`src/rtl/slab_cache_bitmap_allocator_top_assert.svh`:
```
// Assertion macros for the slab cache bitmap allocator.
`ifndef SLAB_CACHE_BITMAP_ALLOCATOR_TOP_ASSERT_SVH
`define SLAB_CACHE_BITMAP_ALLOCATOR_TOP_ASSERT_SVH
`ifndef SYNTH
`define SCBA_ASSERT(label, prop) \
   label: assert property (@(posedge clock) disable iff (reset) (prop)) \
      else $error("slab allocator check failed");
`define SCBA_ASSERT_IMP(label, ante, cons) \
   label: assert property (@(posedge clock) disable iff (reset) (ante) |-> (cons)) \
      else $error("slab allocator implication failed");
`else
`define SCBA_ASSERT(label, prop)
`define SCBA_ASSERT_IMP(label, ante, cons)
`endif
`endif

```
`src/rtl/scba_pkg.sv`:
```
package scba_pkg;

   localparam int ADDR_W     = 32;
   localparam int OBJ_SIZE_W = 13;
   localparam int STATUS_W   = 3;
   localparam int SLOT_IDX_W = 5;

   localparam logic [OBJ_SIZE_W-1:0] OBJ_SIZE_RESET = 13'd64;

   localparam logic OP_ALLOC = 1'b0;
   localparam logic OP_FREE  = 1'b1;

   localparam logic [STATUS_W-1:0] STS_ALLOC_OLD = 3'd0;
   localparam logic [STATUS_W-1:0] STS_ALLOC_NEW = 3'd1;
   localparam logic [STATUS_W-1:0] STS_NO_MEM    = 3'd2;
   localparam logic [STATUS_W-1:0] STS_FREED     = 3'd3;
   localparam logic [STATUS_W-1:0] STS_IGNORED   = 3'd4;

   typedef struct packed {
      logic              op;
      logic [ADDR_W-1:0] address;
      logic [ADDR_W-1:0] new_page;
   } req_type;

   typedef struct packed {
      logic [ADDR_W-1:0]   result_address;
      logic [STATUS_W-1:0] status;
   } rsp_type;

   // Search token handed from cell to cell.
   typedef struct packed {
      logic                  valid;
      logic                  found;
      logic [SLOT_IDX_W-1:0] slot;
      logic [ADDR_W-1:0]     base;
   } token_type;

   // Broadcast update from the controller to the cells.
   typedef struct packed {
      logic                  adopt;
      logic                  clear;
      logic [SLOT_IDX_W-1:0] slot;
      logic [ADDR_W-1:0]     base;
   } cmd_type;

endpackage

```
`src/rtl/scba_div.sv`:
```
module scba_div #(
   parameter int DIVIDEND_W = 12
) (
   input  logic                            clock,
   input  logic                            reset,
   input  logic                            start,
   input  logic [DIVIDEND_W-1:0]           dividend,
   input  logic [scba_pkg::OBJ_SIZE_W-1:0] divisor,
   output logic                            done,
   output logic [DIVIDEND_W-1:0]           quotient
);
   import scba_pkg::*;

   localparam int CNT_W = $clog2(DIVIDEND_W + 1);

   logic [CNT_W-1:0]      cnt_ff, cnt_in;
   logic                  done_ff, done_in;
   logic [OBJ_SIZE_W-1:0] rem_ff, rem_in;
   logic [OBJ_SIZE_W-1:0] dsr_ff, dsr_in;
   logic [DIVIDEND_W-1:0] quo_ff, quo_in;
   logic [OBJ_SIZE_W:0]   trial;
   logic [OBJ_SIZE_W:0]   diff;
   logic                  ge;

   // Restoring division, one quotient bit per cycle.
   always_comb begin
      trial   = {rem_ff, quo_ff[DIVIDEND_W-1]};
      diff    = trial - {1'b0, dsr_ff};
      ge      = trial >= {1'b0, dsr_ff};
      cnt_in  = cnt_ff;
      rem_in  = rem_ff;
      dsr_in  = dsr_ff;
      quo_in  = quo_ff;
      done_in = 1'b0;
      if (start) begin
         cnt_in = CNT_W'(DIVIDEND_W);
         rem_in = '0;
         dsr_in = divisor;
         quo_in = dividend;
      end else if (cnt_ff != '0) begin
         rem_in  = ge ? diff[OBJ_SIZE_W-1:0] : trial[OBJ_SIZE_W-1:0];
         quo_in  = {quo_ff[DIVIDEND_W-2:0], ge};
         cnt_in  = cnt_ff - CNT_W'(1);
         done_in = cnt_ff == CNT_W'(1);
      end
   end

   always_ff @(posedge clock) begin
      if (reset) begin
         cnt_ff  <= '0;
         done_ff <= 1'b0;
      end else begin
         cnt_ff  <= cnt_in;
         done_ff <= done_in;
      end
   end

   always_ff @(posedge clock) begin
      rem_ff <= rem_in;
      dsr_ff <= dsr_in;
      quo_ff <= quo_in;
   end

   assign done     = done_ff;
   assign quotient = quo_ff;

endmodule

```
`config.mk`:
```
export PLATFORM = sky130hd
export DESIGN_NAME = scba_div
export DESIGN_NICKNAME = d
export VERILOG_FILES = /design/src/rtl/slab_cache_bitmap_allocator_top_assert.svh /design/src/rtl/scba_pkg.sv /design/src/rtl/scba_div.sv
export SDC_FILE = /design/constraint.sdc
export NUM_CORES = 1
export LEC_CHECK = 0
export ABC_AREA = 1
export BUFFER_PORTS_ARGS = -buffer_cell sky130_fd_sc_hd__buf_2
export CAP_MARGIN = 30
export CORE_MARGIN = 3
export CORE_UTILIZATION = 35
export CTS_CLUSTER_SIZE = 28
export DETAILED_ROUTE_END_ITERATION = 8
export PLACE_DENSITY = 0.55
export SLEW_MARGIN = 15
export SYNTH_ARGS = -nofsm -noshare
export SYNTH_HDL_FRONTEND = slang
export SYNTH_SLANG_ARGS = --single-unit
export TNS_END_PERCENT = 50
```
`constraint.sdc`:
```
create_clock -name clock -period 4.75 [get_ports clock]
set_input_delay 0 -clock clock [delete_from_list [all_inputs] [get_ports clock]]
set_output_delay 0 -clock clock [all_outputs]
set_load 0.05 [all_outputs]
```
; Word level (Yosys, flattened, before mapping)
; Index checks and enable logic that the tools add are counted.
[word_totals]
ff_bits = 43
input_bits = 28
out_inout_bits = 13
elab_cells = 20
[op_classes]
addsub = 2
magnitude_cmp = 1
eq_ne = 1
n_mux = 5
bitwise = 1
reduce_logical = 4
[ops]
columns = op, count
row1 = $mux 12, 2
row2 = $ge 14x13->1, 1
row3 = $mux 13, 1
row4 = $sub 13x13->13, 1
row5 = $mux 4, 2
row6 = $eq 4x1->1 const B, 1
row7 = $reduce_bool 4->1, 1
row8 = $sub 4x1->4 const B, 1
row9 = $reduce_or 3->1, 1
row10 = $reduce_bool 2->1, 1
row11 = $reduce_or 2->1, 1
row12 = $not 1->1, 1

; Logic depth before layout (Yosys ltp)
[depth]
depth_word = 3
depth_mapped = 15
depth_no_buf = 15

; Worst setup path before layout
; No wires, ideal clock.
[synth_path]
path_kind = flip-flop to flip-flop
from = register quo_ff[11], in the netlist quotient[11]
to = register rem_ff[1]
setup_ps = 109
arrival_ps = 2186
required_ps = 4641
slack_ps = 2455
stages_incl_launch_ff = 16
path_buffers = 1
synth_period_minus_slack_ps = 2295
path_cell_list = edfxtp_1 -> inv_1 -> ha_1 -> inv_1 -> fa_1 -> nand2_1 -> nand2_1 -> nand3_1 -> nand2_1 -> nand2_2 -> nand3_4 -> buf_8 -> nand2_1 -> nand3_1 -> nand2_1 -> inv_1
[synth_between]
elab_chain_cells = 2
word_cells_on_any_way = 3
cone_classes = 1 x add/sub / 1 x order compare / 1 x mux
[synth_rtl]
columns = element, line
row1 = start: declaration, scba_div.sv:20  ; logic [DIVIDEND_W-1:0] quo_ff, quo_in;
row2 = start signal: assignment, scba_div.sv:61  ; quo_ff <= quo_in;
row3 = $sub 13x13->13 / $ge 14x13->1 (equally long branches), "scba_div.sv:28, scba_div.sv:29"
row4 = $mux 13 *, scba_div.sv:41  ; rem_in = ge ? diff[OBJ_SIZE_W-1:0] : trial[OBJ_SIZE_W-1:0];
row5 = end signal: assignment, scba_div.sv:59  ; rem_ff <= rem_in;
row6 = end: declaration, scba_div.sv:18  ; logic [OBJ_SIZE_W-1:0] rem_ff, rem_in;
; Every way passes the cells marked *; elsewhere a longest branch is shown, timed or not.
; A chain may end at the register's enable or synchronous reset.

; Final worst setup path
[layout_path]
from = register quo_ff[11], in the netlist quotient[11]
to = register quo_ff[0], in the netlist quotient[0] (data pin)
[layout_between]
elab_chain_cells = 3
[layout_rtl]
columns = element, line
row1 = $ge 14x13->1, scba_div.sv:29  ; ge = trial >= {1'b0, dsr_ff};
row2 = $mux 12, scba_div.sv:40  ; end else if (cnt_ff != '0) begin
row3 = $mux 12, scba_div.sv:35  ; if (start) begin
row4 = via quo_in[0], scba_div.sv:20
; The timed path passes the listed nets, and every way through them passes these cells. The select of a mux whose other input is x is not followed.

==> implementation parameters <==
Parameter                              Value

Critical path
  R2R Path End ... quotient[0]$_DFFE_PP_
  Data arrival time of the worst path ... approximately 2.4 ns
  Bufs and invs on worst path ... 3
  CP delay by family, top ... simple AND/OR/NAND/NOR gates
  Crit Path Max Fanout ... 17
  Worst r2r src ... quotient[11]$_DFFE_PP_
  Logic depth of the worst register-to-register path ... 12
  Kind of capture point of the worst setup path ... flip-flop
  Sort of element at the start of the critical path ... flip-flop
  Startpoint of the most critical setup path ... quotient[11]$_DFFE_PP_
  Worst Setup Path Type ... flip-flop to flip-flop
  R2R Setup Slk ... 2.43 ns
  Most frequent cell on the critical path ... nand2_1
  Critical path, cell by cell ... inv_1 -> ha_1 -> inv_1 -> fa_1 -> nand2_1 -> nand2_1 -> nand3_1 -> nand2_1 -> nand2_2 -> nand3_4 -> inv_2 -> o21ai_0
  Crit-path slowest cell ... fa_1
  Data required, critical path ... between 4 and 5 ns
  Slowest Stage Delay on Critical Path ... between 0.4 and 0.5 ns

Floorplanning
  Area of the placeable core ... 0.00737 mm^2
  Area of the die ... 0.00884 mm^2
  Number of placed I/O pins ... 41
  Die H ... around 94 um
  Effective utilization at floorplan ... 0.368
  Horizontal extent of the die ... 94.0 um
  Row count ... 31

Placed design
  Placer congestion estimate ... 0.864
  Number of input and output port buffers inserted ... 40
  Placement Setup Slack ... 2.45 ns
  Placed cell areas ... between 0.002 and 0.003 mm^2
  Post-DP HPWL ... about 4600 um

Route
  Routed via count divided by cell count ... approximately 4.5
  WL met3 ... ~360 um
  Post-route met1 wirelength ... about 3000 um
  First DRT Iteration DRCs ... 108
  Top layer in use ... met4
  Wire per inst ... 11.8 um
  Final routed DRC violation total ... 0
  Met2 routed wirelength ... between 2000 and 3000 um
  Remaining antenna violation count after routing ... 0
  Total Wirelength ... ~6400 um
  Vias ... around 2500
  Drt first pass iters ... 4

Timing
  Count of final setup violators ... 0
  Number of pins exceeding their max-slew limit in the final report ... 0
  Fmax ... about 0.43 GHz
  Post-Route Setup TNS ... 0 ns
  Post-route minimum period ... ~2.3 ns
  Count of final hold-check violations ... 0
  Worst Max-Slew Pin Slew ... approximately 0.76 ns
  Unrepaired setup endpoints after global routing ... no
  Fin worst setup slack ... 2.43 ns
  Clock tree skew after final layout ... between 0.009 and 0.01 ns
  Period utilisation layout ... 0.488
  Worst slew slack as a fraction of its limit ... 0.494

Global route
  First-pass GRT wire length ... approximately 11000 um
  Antenna violations before repair ... 0
  Largest net degree at the start of global routing ... 31
  GR Util All Layers ... 0.154
  Global route overflow ... 0
  Via count of the first global-routing pass ... ~2400

Clocking
  Post-cts sizing count ... 0
  Deepest clock path buffer count ... 2
  Clock buffers created by TritonCTS ... 5
  Clock Pin Slew Worst Setup and Hold Paths ... approximately 0.09 ns
  Number of clock sinks ... 43
  Later-pin clock latency in the skew report ... approximately 0.3 ns
  Max H-tree Level ... 2
  Clock tree from TritonCTS ... done
  Clk Tree Root Cell ... clkbuf_8

Synth
  Gate count of the mapped netlist ... 374
  Area of the mapped netlist ... roughly 0.0027 mm^2
  Top cells by area, synth ... edfxtp_1 28%, nand2_1 17%, dfxtp_1 13%
  Multiplexer share of the synthesized area ... 0
  Portion of the post-synthesis area used by sequential elements ... 0.410
  Combinational family with the most area after synthesis ... simple AND/OR/NAND/NOR gates
  Basic-gate share of the synthesized area counting and, or, nand and nor cells ... 0.324
  Synthesized area divided by synthesized cell count ... between 7 and 8 um^2
  Adder-cell share of the synthesized area ... 0.0766
  #FFs+latches synth ... 43
  Warnings, synthesis ... 0
  Synthesized-area fraction occupied by ao, oa, aoi and oai cells ... 0.0646
  Total nets after synthesis ... 418
  Distinct cell type count of the synthesized netlist ... 29
  Top cell type by total area after synthesis ... edfxtp_1
  Post-synthesis xor/xnor area fraction ... 0.00969
  Fraction of synthesized cell area taken by the top area cell type ... 0.277

Min path
  Number of instances on the worst hold path ... 1
  Hold WC Path Type ... primary input to flip-flop
  Worst min-delay path startpoint ... start
  Hold Crit Endpoint ... dsr_ff[1]$_DFFE_PP_

Power
  Peak supply drop ... roughly 0.00018 V
  PwrDens ... 411 mW/mm^2
  Static Leakage ... 1.75 nW

Job
  Max-cap violations ... 0

Finish
  Net count, final ... 484
  Share of cells above drive strength 1 ... 0.145
  Final antenna diode count ... 0
  Final instance area ... roughly 0.0033 mm^2
  Final-layout fill cell count ... 720
  P&R area growth vs syn ... 23.3%

Outcome
  Status ... completed
==> report_power, final <==
part	leakage [nW]	internal, W	switching, W
clock	0.0412	0.000103	0.000130
combinational	1.30	0.000218	0.000417
sequential	0.404	0.000461	0.0000459
==> final cells by class <==
class | instances | area [um^2] | share of cell area
timing repair buffer | 66 | 460 | 0.138
sequential | 43 | 1110 | 0.332
inverter | 73 | 274 | 0.0820
tap | 99 | 124 | 0.0371
clock buffer | 6 | 72.6 | 0.0217
multi-input combinational | 251 | 1290 | 0.385
clock inverter | 2 | 12.5 | 0.00374
==> per-stage QoR <==
step,power [W],hold slack [ns],cells,utilization
after global routing,0.00150,0.273,540,0.454
after CTS,0.00139,0.268,540,0.454
after detailed placement,0.00113,0.178,506,0.407
after floorplan,0.000997,0.0691,374,-
after global placement,0.00113,0.176,506,0.407
final,0.00137,0.257,540,0.454
==> per-layer routing <==
layer / vias up / GRT usage
li1: 1305 / -
met1: 1074 / 0.201
met2: 62 / 0.250
met3: 9 / 0.0353
met4: 0 / 0.0505
met5: - / 0
==> synth_stat cells <==
cell and instances:
xor2_1 1, o21bai_1 3, a21boi_0 1, o31ai_1 1
nand2_1 121, dfxtp_1 18, a21oi_1 11, nand3b_1 2
nand3_2 1, nand2_2 4, nand3_4 1, a211oi_1 1
clkbuf_1 6, nor2_2 4, fa_1 1, xnor2_1 2
ha_1 15, inv_1 71, o21ai_0 13, buf_8 1
nand4_1 9, nor2_4 3, edfxtp_1 25, o21ai_1 2
nand3_1 23, nor2_1 28, nor3_1 2, or2_2 2
inv_2 2
==> registers in the layout, summed over array words and instances (netlist names) <==
signal	flops
rem_ff	13
done	1
dsr_ff	13
cnt_ff	4
quotient	12
==> logic make-up (layout without fill, tap and decap cells) <==
family | count (synthesis) | after routing
buf+inv | 80 | 147
simple gates | 200 | 200
fa+ha+maj | 16 | 16
compound gates | 32 | 32
flops | 43 | 43
xor+xnor | 3 | 3
==> cells in the final DEF (no fill, tap or decap), types with 3 or more instances in the layout <==
cell type      netlist  final
nand4_1              9      9
nand2_2              4      4
dfxtp_1             18     18
a21oi_1             11     11
nor2_1              28     28
buf_2                0     40
o21bai_1             3      3
nor2_2               4      4
clkbuf_8             0      5
dlygate4sd3_1        0     26
nand3_1             23     23
edfxtp_1            25     25
ha_1                15     15
o21ai_0             13     13
inv_1               71     71
nor2_4               3      3
nand2_1            121    121
==> how the worst max path moves through the flow <==
| stage | endpoint | slack [ns] | depth (start not counted) |
|---|---|---|---|
| final | quotient[0]$_DFFE_PP_ | 2.43 | 12 |
| after floorplan | rem_ff[1]$_SDFFE_PP0N_ | 2.46 | 15 |
| after CTS | quotient[0]$_DFFE_PP_ | 2.43 | 12 |
| after detailed placement | quotient[0]$_DFFE_PP_ | 2.45 | 12 |
| after global placement | quotient[0]$_DFFE_PP_ | 2.50 | 12 |
| after global routing | quotient[0]$_DFFE_PP_ | 2.18 | 12 |
==> timing repair <==
item	CTS	global route
endpoints found under the hold margin	27	0
buffers inserted	0	0
hold buffers	26	0
Note: power is estimated with default switching activity, not from simulation.
