[src/rtl/slab_cache_bitmap_allocator_top_assert.svh]
// Assertion macros for the slab cache bitmap allocator.
`ifndef SLAB_CACHE_BITMAP_ALLOCATOR_TOP_ASSERT_SVH
`define SLAB_CACHE_BITMAP_ALLOCATOR_TOP_ASSERT_SVH
`ifndef SYNTH
`define SCBA_ASSERT(label, prop) \
   label: assert property (@(posedge clock) disable iff (reset) (prop)) \
      else $error("slab allocator check failed");
`define SCBA_ASSERT_IMP(label, ante, cons) \
   label: assert property (@(posedge clock) disable iff (reset) (ante) |-> (cons)) \
      else $error("slab allocator implication failed");
`else
`define SCBA_ASSERT(label, prop)
`define SCBA_ASSERT_IMP(label, ante, cons)
`endif
`endif

[src/rtl/scba_pkg.sv]
package scba_pkg;

   localparam int ADDR_W     = 32;
   localparam int OBJ_SIZE_W = 13;
   localparam int STATUS_W   = 3;
   localparam int SLOT_IDX_W = 5;

   localparam logic [OBJ_SIZE_W-1:0] OBJ_SIZE_RESET = 13'd64;

   localparam logic OP_ALLOC = 1'b0;
   localparam logic OP_FREE  = 1'b1;

   localparam logic [STATUS_W-1:0] STS_ALLOC_OLD = 3'd0;
   localparam logic [STATUS_W-1:0] STS_ALLOC_NEW = 3'd1;
   localparam logic [STATUS_W-1:0] STS_NO_MEM    = 3'd2;
   localparam logic [STATUS_W-1:0] STS_FREED     = 3'd3;
   localparam logic [STATUS_W-1:0] STS_IGNORED   = 3'd4;

   typedef struct packed {
      logic              op;
      logic [ADDR_W-1:0] address;
      logic [ADDR_W-1:0] new_page;
   } req_type;

   typedef struct packed {
      logic [ADDR_W-1:0]   result_address;
      logic [STATUS_W-1:0] status;
   } rsp_type;

   // Search token handed from cell to cell.
   typedef struct packed {
      logic                  valid;
      logic                  found;
      logic [SLOT_IDX_W-1:0] slot;
      logic [ADDR_W-1:0]     base;
   } token_type;

   // Broadcast update from the controller to the cells.
   typedef struct packed {
      logic                  adopt;
      logic                  clear;
      logic [SLOT_IDX_W-1:0] slot;
      logic [ADDR_W-1:0]     base;
   } cmd_type;

endpackage

[src/rtl/scba_cell.sv]
module scba_cell #(
   parameter int INDEX      = 0,
   parameter int CNT_W      = 7,
   parameter int SLOT_W     = 32,
   parameter int PAGE_BYTES = 4096
) (
   input  logic                        clock,
   input  logic                        reset,
   input  scba_pkg::token_type         prev_tok,
   output scba_pkg::token_type         next_tok,
   input  scba_pkg::cmd_type           cmd,
   input  logic                        op,
   input  logic [scba_pkg::ADDR_W-1:0] address,
   input  logic [SLOT_W-1:0]           slot_mask,
   input  logic [CNT_W-1:0]            page_count
);
   import scba_pkg::*;

   logic [ADDR_W-1:0]     base_ff, base_in;
   logic [SLOT_W-1:0]     bitmap_ff, bitmap_in;
   token_type             tok_ff, tok_in;
   logic                  hit_ff, hit_in;
   logic                  used;
   logic                  has_free;
   logic                  in_window;
   logic [SLOT_W-1:0]     free_bits;
   logic [SLOT_W-1:0]     set_mask;
   logic [SLOT_IDX_W-1:0] slot_enc;
   logic [ADDR_W:0]       diff;

   always_comb begin
      used      = page_count > CNT_W'(INDEX);
      free_bits = ~bitmap_ff & slot_mask;
      has_free  = |free_bits;
      // Isolate the lowest free slot.
      set_mask  = free_bits & (~free_bits + SLOT_W'(1));
      slot_enc  = '0;
      for (int i = SLOT_W - 1; i >= 0; i--) begin
         if (free_bits[i]) begin
            slot_enc = SLOT_IDX_W'(i);
         end
      end
      diff      = {1'b0, address} - {1'b0, base_ff};
      in_window = !diff[ADDR_W] && (diff[ADDR_W-1:0] < ADDR_W'(PAGE_BYTES));

      tok_in    = prev_tok;
      hit_in    = hit_ff;
      base_in   = base_ff;
      bitmap_in = bitmap_ff;
      if (prev_tok.valid) begin
         hit_in = 1'b0;
         if (!prev_tok.found && used) begin
            if (op == OP_ALLOC) begin
               if (has_free) begin
                  tok_in.found = 1'b1;
                  tok_in.slot  = slot_enc;
                  tok_in.base  = base_ff;
                  bitmap_in    = bitmap_ff | set_mask;
               end
            end else if (in_window) begin
               tok_in.found = 1'b1;
               tok_in.base  = base_ff;
               hit_in       = 1'b1;
            end
         end
      end
      if (cmd.adopt && page_count == CNT_W'(INDEX)) begin
         base_in   = cmd.base;
         bitmap_in = SLOT_W'(1);
      end
      // The cell that matched the last free is the one that clears its bit.
      if (cmd.clear && hit_ff) begin
         bitmap_in = bitmap_ff & ~(SLOT_W'(1) << cmd.slot);
      end
   end

   always_ff @(posedge clock) begin
      if (reset) begin
         tok_ff <= '0;
         hit_ff <= 1'b0;
      end else begin
         tok_ff <= tok_in;
         hit_ff <= hit_in;
      end
   end

   always_ff @(posedge clock) begin
      base_ff   <= base_in;
      bitmap_ff <= bitmap_in;
   end

   assign next_tok = tok_ff;

endmodule

[config.mk]
export PLATFORM = sky130hd
export DESIGN_NAME = scba_cell
export DESIGN_NICKNAME = d
export VERILOG_FILES = /design/src/rtl/slab_cache_bitmap_allocator_top_assert.svh /design/src/rtl/scba_pkg.sv /design/src/rtl/scba_cell.sv
export SDC_FILE = /design/constraint.sdc
export NUM_CORES = 1
export LEC_CHECK = 0
export BUFFER_PORTS_ARGS = -buffer_cell sky130_fd_sc_hd__buf_2
export CORE_MARGIN = 2
export CORE_UTILIZATION = 29
export CTS_BUF_LIST = sky130_fd_sc_hd__clkbuf_4
export CTS_CLUSTER_DIAMETER = 50
export DETAILED_ROUTE_END_ITERATION = 8
export GPL_TIMING_DRIVEN = 0
export HOLD_SLACK_MARGIN = 0.15
export SYNTH_ARGS = -nofsm -noshare
export SYNTH_HDL_FRONTEND = slang
export SYNTH_SLANG_ARGS = --single-unit
[constraint.sdc]
create_clock -name clock -period 9.5 [get_ports clock]
set_input_delay 0.95 -clock clock [delete_from_list [all_inputs] [get_ports clock]]
set_output_delay 0.95 -clock clock [all_outputs]
set_load 0.02 [all_outputs]
Word-level counts from Yosys, hierarchy flattened
Cells that the tools add are included.
{"block": "word_totals", "regBits": 104, "in_bits": 152, "out_inout_bits": 39, "elab_cells": 81}
{"block": "op_classes", "addsub": 2, "order_cmp": 2, "n_eq_ne": 1, "n_shift": 1, "mux": 49, "n_bitwise": 7, "reduce_logical": 12}
{"cell": "$mux 32", "n": 8}
{"cell": "$mux 5", "n": 33}
{"cell": "$mux 38", "n": 3}
{"cell": "$and 32x32->32", "n": 3}
{"cell": "$not 32->32", "n": 3}
{"cell": "$sub 32x32->33", "n": 1}
{"cell": "$add 32x1->32 const B", "n": 1}
{"cell": "$lt 32x13->1 const B", "n": 1}
{"cell": "$or 32x32->32", "n": 1}
{"cell": "$reduce_or 32->1", "n": 1}
{"cell": "$shl 1x5->32 const A", "n": 1}
{"cell": "$reduce_bool 3->1", "n": 3}
{"cell": "$gt 7x1->1 const B", "n": 1}
{"cell": "$logic_not 7->1", "n": 1}
{"cell": "$mux 1", "n": 5}
{"cell": "$logic_and 1x1->1", "n": 4}
{"cell": "$reduce_and 4->1", "n": 1}
{"cell": "$ne 3x1->1 const B", "n": 1}
{"cell": "$logic_not 1->1", "n": 2}

Longest topological paths before layout
Gate-level depths: netlist of the first run.
{"block": "logic_depth", "ltp_word": 38, "depth_mapped": 15, "mapped_depth_nobuf": 12}

Worst setup path after synthesis of the first run
No wires, ideal clock.
{"block": "synth_timing", "kind": "input-to-reg", "from": "in slot_mask[5]", "to": "reg bitmap_ff[0], enable pin", "setup_ns": 0.478, "t_arrival_ns": 3.330, "required_ns": 9.022, "path_slack_ns": 5.693, "cell_stages": 10, "n_path_buf": 1, "cell_sequence": "nor2b_1 -> a21oi_1 -> nand2_1 -> nor3_1 -> nand4_1 -> nor3_1 -> nand2_1 -> nand2_1 -> clkbuf_1 -> nand2_1"}
{"block": "synth_between", "elab_chain_len": 4}
{"element": "start, declared", "line_no": "scba_cell.sv:14", "rtl": "input logic [SLOT_W-1:0] slot_mask,"}
{"element": "$and 32x32->32", "line_no": "scba_cell.sv:33", "rtl": "free_bits = ~bitmap_ff & slot_mask;"}
{"element": "$reduce_or 32->1", "line_no": "scba_cell.sv:34", "rtl": "has_free = |free_bits;"}
{"element": "$reduce_bool 3->1 (no line)"}
{"element": "$reduce_and 4->1 (no line)"}
{"element": "end signal, assigned", "line_no": "scba_cell.sv:89", "rtl": "bitmap_ff <= bitmap_in;"}
{"element": "end, declared", "line_no": "scba_cell.sv:20", "rtl": "logic [SLOT_W-1:0] bitmap_ff, bitmap_in;"}
No other way between the ends.
A chain may end at the register's enable or synchronous reset.

Worst setup path after layout of the first run
{"block": "layout_timing", "from": "in slot_mask[6]", "to": "reg bitmap_ff[3], enable pin"}
Same word-level chain as after synthesis.

==> results of run 1 <==
sequential cells by signal (all words and copies together), names as in the netlist:
name,count
base_ff,32
bitmap_ff,32
next_tok,39
hit_ff,1
final cells by class:
cell class                 instances  area (um2)
clock inverter                     7        62.6
antenna                            5        12.5
sequential                       104        2720
buffer                            38         203
tap                              324         405
clock buffer                       9        67.6
fill                            2549       15700
timing repair buffer             186         931
inverter                          47         176
multi-input combinational        577        4150
power groups by stage:
stage          clock network (mW)  logic, mW  registers (mW)
6_report                    0.245      0.218           0.499
5_1_grt                     0.269      0.238           0.501
4_1_cts                     0.251      0.218           0.499
3_5_place_dp                    0      0.217           0.509
3_3_place_gp                    0      0.215           0.509
2_1_floorplan                   0      0.123           0.522
worst min-delay path, stage by stage (launching register included):
cell	delay, ns
dfxtp_1	0.36
nand2b_1	0.07
a21oi_1	0.05
per-stage QoR:
stage	instances	cell area (um2)	hold WS [ns]	util [%]	power, mW
after floorplan	766	7240	0.458	-	0.644
after global placement	1276	8580	0.488	35.2	0.723
after detailed placement	1276	8580	0.486	35.2	0.725
after CTS	1292	8710	0.510	35.7	0.968
after global routing	1295	8720	0.524	35.8	1.01
final	1297	8730	0.503	35.8	0.961
placed cells by master, fill, tap and decap left out, types with 6 or more instances in the layout:
| master | Yosys | final |
|---|---|---|
| nand3b_1 | 7 | 7 |
| nand2b_1 | 24 | 24 |
| nor3_1 | 21 | 21 |
| nor2b_1 | 27 | 27 |
| a21oi_1 | 56 | 56 |
| nand4b_1 | 34 | 34 |
| o211ai_1 | 6 | 6 |
| o31ai_4 | 28 | 28 |
| clkbuf_4 | 0 | 9 |
| a211oi_1 | 10 | 10 |
| a31oi_1 | 13 | 13 |
| buf_2 | 7 | 193 |
| nor2_1 | 50 | 50 |
| nand4_1 | 22 | 22 |
| edfxtp_1 | 64 | 64 |
| clkbuf_1 | 27 | 27 |
| nand3_1 | 21 | 21 |
| ha_1 | 31 | 31 |
| nand2_1 | 64 | 63 |
| o31ai_1 | 7 | 7 |
| inv_1 | 47 | 46 |
| o21ai_0 | 44 | 44 |
| dfxtp_1 | 40 | 40 |
| o21a_1 | 8 | 8 |
kinds of logic (layout without fill, tap and decap cells):
group | after synthesis | in the layout | synth area share, %
buf+inv | 85 | 287 | 5.23
other cells | 0 | 5 | 0
flops | 104 | 104 | 37.6
simple gates | 300 | 300 | 22.9
fa+ha+maj | 31 | 31 | 5.35
mux | 9 | 9 | 1.31
compound gates | 230 | 230 | 26.7
xor+xnor | 7 | 7 | 0.846
worst paths after layout:
| path | to | startpoint | slack, ns |
|---|---|---|---|
| max reg2reg | bitmap_ff[3] | bitmap_ff[6] | 5.10 |
| min | hit_ff | hit_ff | 0.50 |
| max | bitmap_ff[3] | slot_mask[6] | 4.95 |
| min reg2reg | hit_ff | hit_ff | 0.50 |
per-layer routing:
layer | track usage (%) | vias up | part of all wire, %
li1 | - | 3301 | -
met1 | 22.8 | 3153 | 44
met2 | 29.3 | 240 | 47
met3 | 4.90 | 42 | 7.1
met4 | 5.63 | 6 | 2.2
met5 | 0 | - | 0.14
==> impl_metrics.env, run 1 <==
export IMPL_synth_top_cells_by_count="64 x edfxtp_1, 64 x nand2_1, 56 x a21oi_1, 50 x nor2_1, 47 x inv_1"
export IMPL_critical_path_top_delay_family="simple AND/OR/NAND/NOR gates"
export IMPL_hold_violations=0
export IMPL_min_period_ns=4.55
export IMPL_ant_nets=0
export IMPL_clkLatencyLatePin_ns=0.52
export IMPL_post_cts_resized=0
export IMPL_synth_net_count=949
export IMPL_routedWlPerCell_um=18.2
export IMPL_power_frac_comb_pct=22.7
export IMPL_yosysTopAreaCell="edfxtp_1"
export IMPL_grtUsageTotal_pct=17.8
export IMPL_path_depth=11
export IMPL_io_buffers=186
export IMPL_cpMaxStageDelayCell="nand2_2"
export IMPL_cpMostUsedCell="nand2_1"
export IMPL_path_cells="buf_2 -> nand2b_1 -> a21boi_0 -> nand2_1 -> nor3_1 -> nand4_1 -> nor3_1 -> nand2_1 -> nand2_1 -> clkbuf_1 -> nand2_2"
export IMPL_drt_total_wl_mm=23.6
export IMPL_hold_path_class="flip-flop to flip-flop"
export IMPL_synth_cells=766
export IMPL_maxSlewViolCount=0
export IMPL_grt_setup_unrepaired="false"
export IMPL_netlist_area_leader_share_pct=26.5
export IMPL_max_stage_delay_ns=0.62
export IMPL_std_cell_rows=57
export IMPL_crit_fanout=32
export IMPL_status="finished clean"
export IMPL_internal_power_mw=0.642
export IMPL_ys_ff_latch=104
export IMPL_first_pass_iters=5
export IMPL_max_freq_ghz=0.220
export IMPL_grt_max_degree=35
export IMPL_setup_tns_final_ns=0
export IMPL_drtIter0Drc=657
export IMPL_synth_warnings=0
export IMPL_cts_sinks=104
export IMPL_leakage_nw=3.41
export IMPL_clockBufferDepth=2
export IMPL_final_nets=1146
export IMPL_max_slew_margin_pct=10.2
export IMPL_post_cts_setup_buffers=0
export IMPL_dp_hpwl_mm=18.7
export IMPL_clock_power_share_pct=25.5
export IMPL_dieArea_mm2=0.0263
export IMPL_clkTransAtPathRegs_ns=0.17
export IMPL_syn_to_final_growth_pct=20.4
export IMPL_setup_viol_count_final=0
export IMPL_gp_congestion=0.898
export IMPL_drc=0
export IMPL_vias=6742
export IMPL_cp_arrival_ns=4.62
export IMPL_cts_tree="done"
export IMPL_grt_pass1_wl_mm=36.2
export IMPL_die_h_um=162
export IMPL_core_mm2=0.0244
export IMPL_layout_drive_gt1_share_pct=26.8
export IMPL_antenna_found_initial=9
export IMPL_numCtsBuffers=9
export IMPL_grt_pass1_vias=6658
export IMPL_reg2reg_depth=10
export IMPL_crit_buf_inv=2
export IMPL_maxCapViolCount=0
export IMPL_fin_skew_ns=0.0403
export IMPL_syn_avg_cell_area_um2=9.46
export IMPL_pre_cts_ws_ns=3.93
export IMPL_synthTopCellsByArea="edfxtp_1 27%, dfxtp_1 11%, o31ai_4 8.2%"
export IMPL_power_switching_mw=0.320
export IMPL_hold_depth=2
export IMPL_grt_ovfl_total=0
export IMPL_yosysSeqAreaShare_pct=37.6
export IMPL_required_ns=9.58
export IMPL_swShare_pct=33.3
export IMPL_power_frac_seq_pct=51.9
export IMPL_irDropWorstVdd_v=0.0000482
export IMPL_cp_start_kind="input pin"
export IMPL_setup_ws_ns=4.95
export IMPL_htreeDepth=3
export IMPL_p_per_area_mw_per_mm2=110
export IMPL_initial_utilization_pct=29.7
export IMPL_worst_slew_pin_slew_ns=1.35
export IMPL_die_x_um=162
export IMPL_crit_type="input pin to flip-flop"
export IMPL_worstSetupEndpointType="flip-flop"
export IMPL_ys_types=75
export IMPL_synth_edf_count=64
export IMPL_cts_root_buf="clkbuf_4"
export IMPL_ctsHoldBuffers=0
export IMPL_pin_count=191
export IMPL_synth_flop_cell="edfxtp_1"
export IMPL_synthArstFlopShare_pct=0
export IMPL_via_per_inst=5.20
export IMPL_netlist_area_mm2=0.00724
export IMPL_fin_crit_sh_pct=47.8
No activity file was read; power rests on OpenSTA's default activity.
==> inputs of run 2 (changes only) <==
Settings changed: ABC_AREA set to 1.
Clock period 9.5 ns to 3.8 ns, I/O delays scaled along.
==> impl_metrics.env, run 2 <==
export IMPL_first_pass_iters=5
export IMPL_grt_pass1_wl_mm=45.2
export IMPL_ant_nets=0
export IMPL_htreeDepth=3
export IMPL_grt_max_degree=33
export IMPL_grt_ovfl_total=0
export IMPL_status="finished clean"
export IMPL_hold_violations=0
export IMPL_via_per_inst=4.94
export IMPL_clkLatencyLatePin_ns=0.60
export IMPL_clkTransAtPathRegs_ns=0.23
export IMPL_netlist_area_leader_share_pct=23.8
export IMPL_final_nets=1633
export IMPL_layout_drive_gt1_share_pct=19.2
export IMPL_dieArea_mm2=0.0292
export IMPL_r2r_setup_slack_ns=0.29
export IMPL_pre_cts_ws_ns=0.154
export IMPL_power_frac_comb_pct=26.7
export IMPL_drt_total_wl_mm=30.0
export IMPL_dp_hpwl_mm=23.0
export IMPL_max_freq_ghz=0.274
export IMPL_crit_path_start="prev_tok[38]"
export IMPL_antenna_found_initial=3
export IMPL_synth_net_count=1350
export IMPL_die_x_um=171
export IMPL_post_cts_setup_buffers=0
export IMPL_drtIter0Drc=698
export IMPL_drt_met1_wl_mm=14.0
export IMPL_cts_tree="done"
export IMPL_clock_power_share_pct=24.1
export IMPL_synthArstFlopShare_pct=0
export IMPL_numCtsBuffers=9
export IMPL_die_h_um=171
export IMPL_crit_type="input pin to flip-flop"
export IMPL_synth_warnings=0
export IMPL_ys_ff_latch=104
export IMPL_grt_pass1_vias=8558
export IMPL_endpoint="next_tok[35]"
export IMPL_reg2reg_to="next_tok[25]"
export IMPL_core_mm2=0.0276
export IMPL_leakage_nw=4.78
export IMPL_clockBufferDepth=2
export IMPL_cp_start_kind="input pin"
export IMPL_reg2reg_depth=23
export IMPL_yosysMostFrequentCell="nand2_1"
export IMPL_synth_edf_count=64
export IMPL_syn_avg_cell_area_um2=6.93
export IMPL_met3_length_mm=1.89
export IMPL_cts_sinks=104
export IMPL_swShare_pct=34.8
export IMPL_reg2reg_from="base_ff[1]"
export IMPL_routedWlPerCell_um=16.3
export IMPL_max_slew_margin_pct=22.4
export IMPL_internal_power_mw=1.66
export IMPL_yosysSeqAreaShare_pct=33.7
export IMPL_grt_setup_unrepaired="false"
export IMPL_synth_cells=1167
export IMPL_pin_count=191
export IMPL_final_core_util_pct=38.0
export IMPL_top_layer="met5"
export IMPL_vias=9072
export IMPL_power_switching_mw=0.887
export IMPL_maxCapViolCount=0
export IMPL_crit_fanout=7
export IMPL_irDropWorstVdd_v=0.000250
export IMPL_worst_slew_pin_slew_ns=1.16
export IMPL_fin_crit_sh_pct=96.1
export IMPL_fin_skew_ns=0.0670
export IMPL_largest_reg_flops=39
export IMPL_drc=0
export IMPL_synthTopCellsByArea="edfxtp_1 24%, nand2_1 14%, dfxtp_1 9.9%"
export IMPL_initial_utilization_pct=29.3
export IMPL_layout_commonest_cell="nand2_1"
export IMPL_worstSetupEndpointType="flip-flop"
export IMPL_netlist_area_mm2=0.00809
export IMPL_min_period_ns=3.65
export IMPL_syn_to_final_growth_pct=29.8
export IMPL_yosysTopAreaCell="edfxtp_1"
export IMPL_ys_types=52
export IMPL_hold_path_class="input pin to flip-flop"
export IMPL_maxSlewViolCount=0
export IMPL_std_cell_rows=61
export IMPL_cts_root_buf="clkbuf_4"
export IMPL_final_cell_mix="296 x nand2_1, 192 x buf_2, 150 x inv_1, 103 x o21ai_0, 99 x a21oi_1"
export IMPL_setup_viol_count_final=0
export IMPL_grtUsageTotal_pct=20.1
export IMPL_io_buffers=188
export IMPL_p_per_area_mw_per_mm2=243
export IMPL_setup_ws_ns=0.147
export IMPL_synth_top_cells_by_count="297 x nand2_1, 151 x inv_1, 103 x o21ai_0, 100 x a21oi_1, 74 x nor2_1"
export IMPL_power_frac_seq_pct=49.1
export IMPL_required_ns=4.31
export IMPL_wl_met2_mm=13.3
export IMPL_synth_flop_cell="edfxtp_1"
export IMPL_cp_arrival_ns=4.17
export IMPL_gp_congestion=0.930
[run 2: cell count changes in the layout (fill, tap and decap cells not counted), moves of 9 or more]
| cell | previous run | this run |
|---|---|---|
| a21oi_1 | 56 | 99 |
| nor2_1 | 50 | 74 |
| o21ai_0 | 44 | 103 |
| nand4_1 | 22 | 65 |
| nor2b_1 | 27 | 0 |
| inv_1 | 46 | 150 |
| nand2b_1 | 24 | 0 |
| a211oi_1 | 10 | 1 |
| a21oi_2 | 1 | 35 |
| nand3_1 | 21 | 55 |
| nand2_1 | 63 | 296 |
| nand4b_1 | 34 | 0 |
| o31ai_4 | 28 | 0 |
| dlygate4sd3_1 | 0 | 83 |
[run 2: cells by family (layout without fill, tap and decap cells)]
group	count (synthesis)	after routing	share of synthesized area, %
flops	104	104	33.7
other cells	0	3	0
fa+ha+maj	31	31	4.80
compound gates	291	291	21.4
xor+xnor	9	9	1.07
buf+inv	204	492	10.1
simple gates	528	528	28.9
[run 2: repair_timing]
item,CTS,global route
resized for setup,0,1
endpoints found under the setup margin,0,28
hold buffers,83,0
hold endpoints to repair,80,0
[run 2: how the worst min path moves through the flow]
stage | cells after the start | slack, ns | startpoint | end
floorplan | 2 | 0.44 | hit_ff | hit_ff
global placement | 2 | 0.45 | hit_ff | hit_ff
detailed placement | 2 | 0.46 | hit_ff | hit_ff
CTS | 5 | 0.15 | prev_tok[4] | next_tok[4]
global route | 5 | 0.20 | prev_tok[4] | next_tok[4]
finish | 3 | 0.22 | slot_mask[10] | bitmap_ff[10]
[run 2: critical path: stages]
cell	delay, ns
dlygate4sd3_1	0.54
buf_2	0.10
inv_1	0.05
nor3_1	0.93
clkinv_1	0.55
nor2_1	0.27
nand2_1	0.19
inv_1	0.30
o21ai_0	0.13
o21ai_0	0.09
nor2_1	0.06
dlygate4sd3_1	0.57
[run 2: area by class of cell]
class                           instances  area, um2
Tap cell                              378        473
Clock buffer                           10       75.1
Fill cell                            2981      17100
Clock inverter                          6       57.6
Multi-Input combinational cell        859       4550
Antenna cell                            3       7.51
Timing Repair Buffer                  272       1790
Buffer                                 47        230
Inverter                              157        589
Sequential cell                       104       2720
[run 2: power groups by stage]
| stage | Sequential [mW] | Combinational, mW | Clock, mW |
|---|---|---|---|
| finish | 1.25 | 0.680 | 0.615 |
| global route | 1.26 | 0.748 | 0.669 |
| CTS | 1.25 | 0.673 | 0.657 |
| global placement | 1.28 | 0.599 | 0 |
| floorplan | 1.31 | 0.333 | 0 |
| detailed placement | 1.28 | 0.602 | 0 |
[run 2: stage by stage]
stage,hold WS [ns],TNS (ns),std cells,cell area (um2),power [mW]
after floorplan,0.438,0,1167,8090,1.64
after global placement,0.452,-36.49,1733,9500,1.87
after detailed placement,0.461,0,1734,9520,1.88
after CTS,0.154,0,1833,10500,2.58
after global routing,0.204,0,1835,10500,2.67
final,0.215,0,1836,10500,2.55
[run 2: routing by layer]
metal,up-vias,track usage [%]
li1,4551,-
met1,4107,27.7
met2,369,31.3
met3,43,3.47
met4,2,7.85
met5,-,0
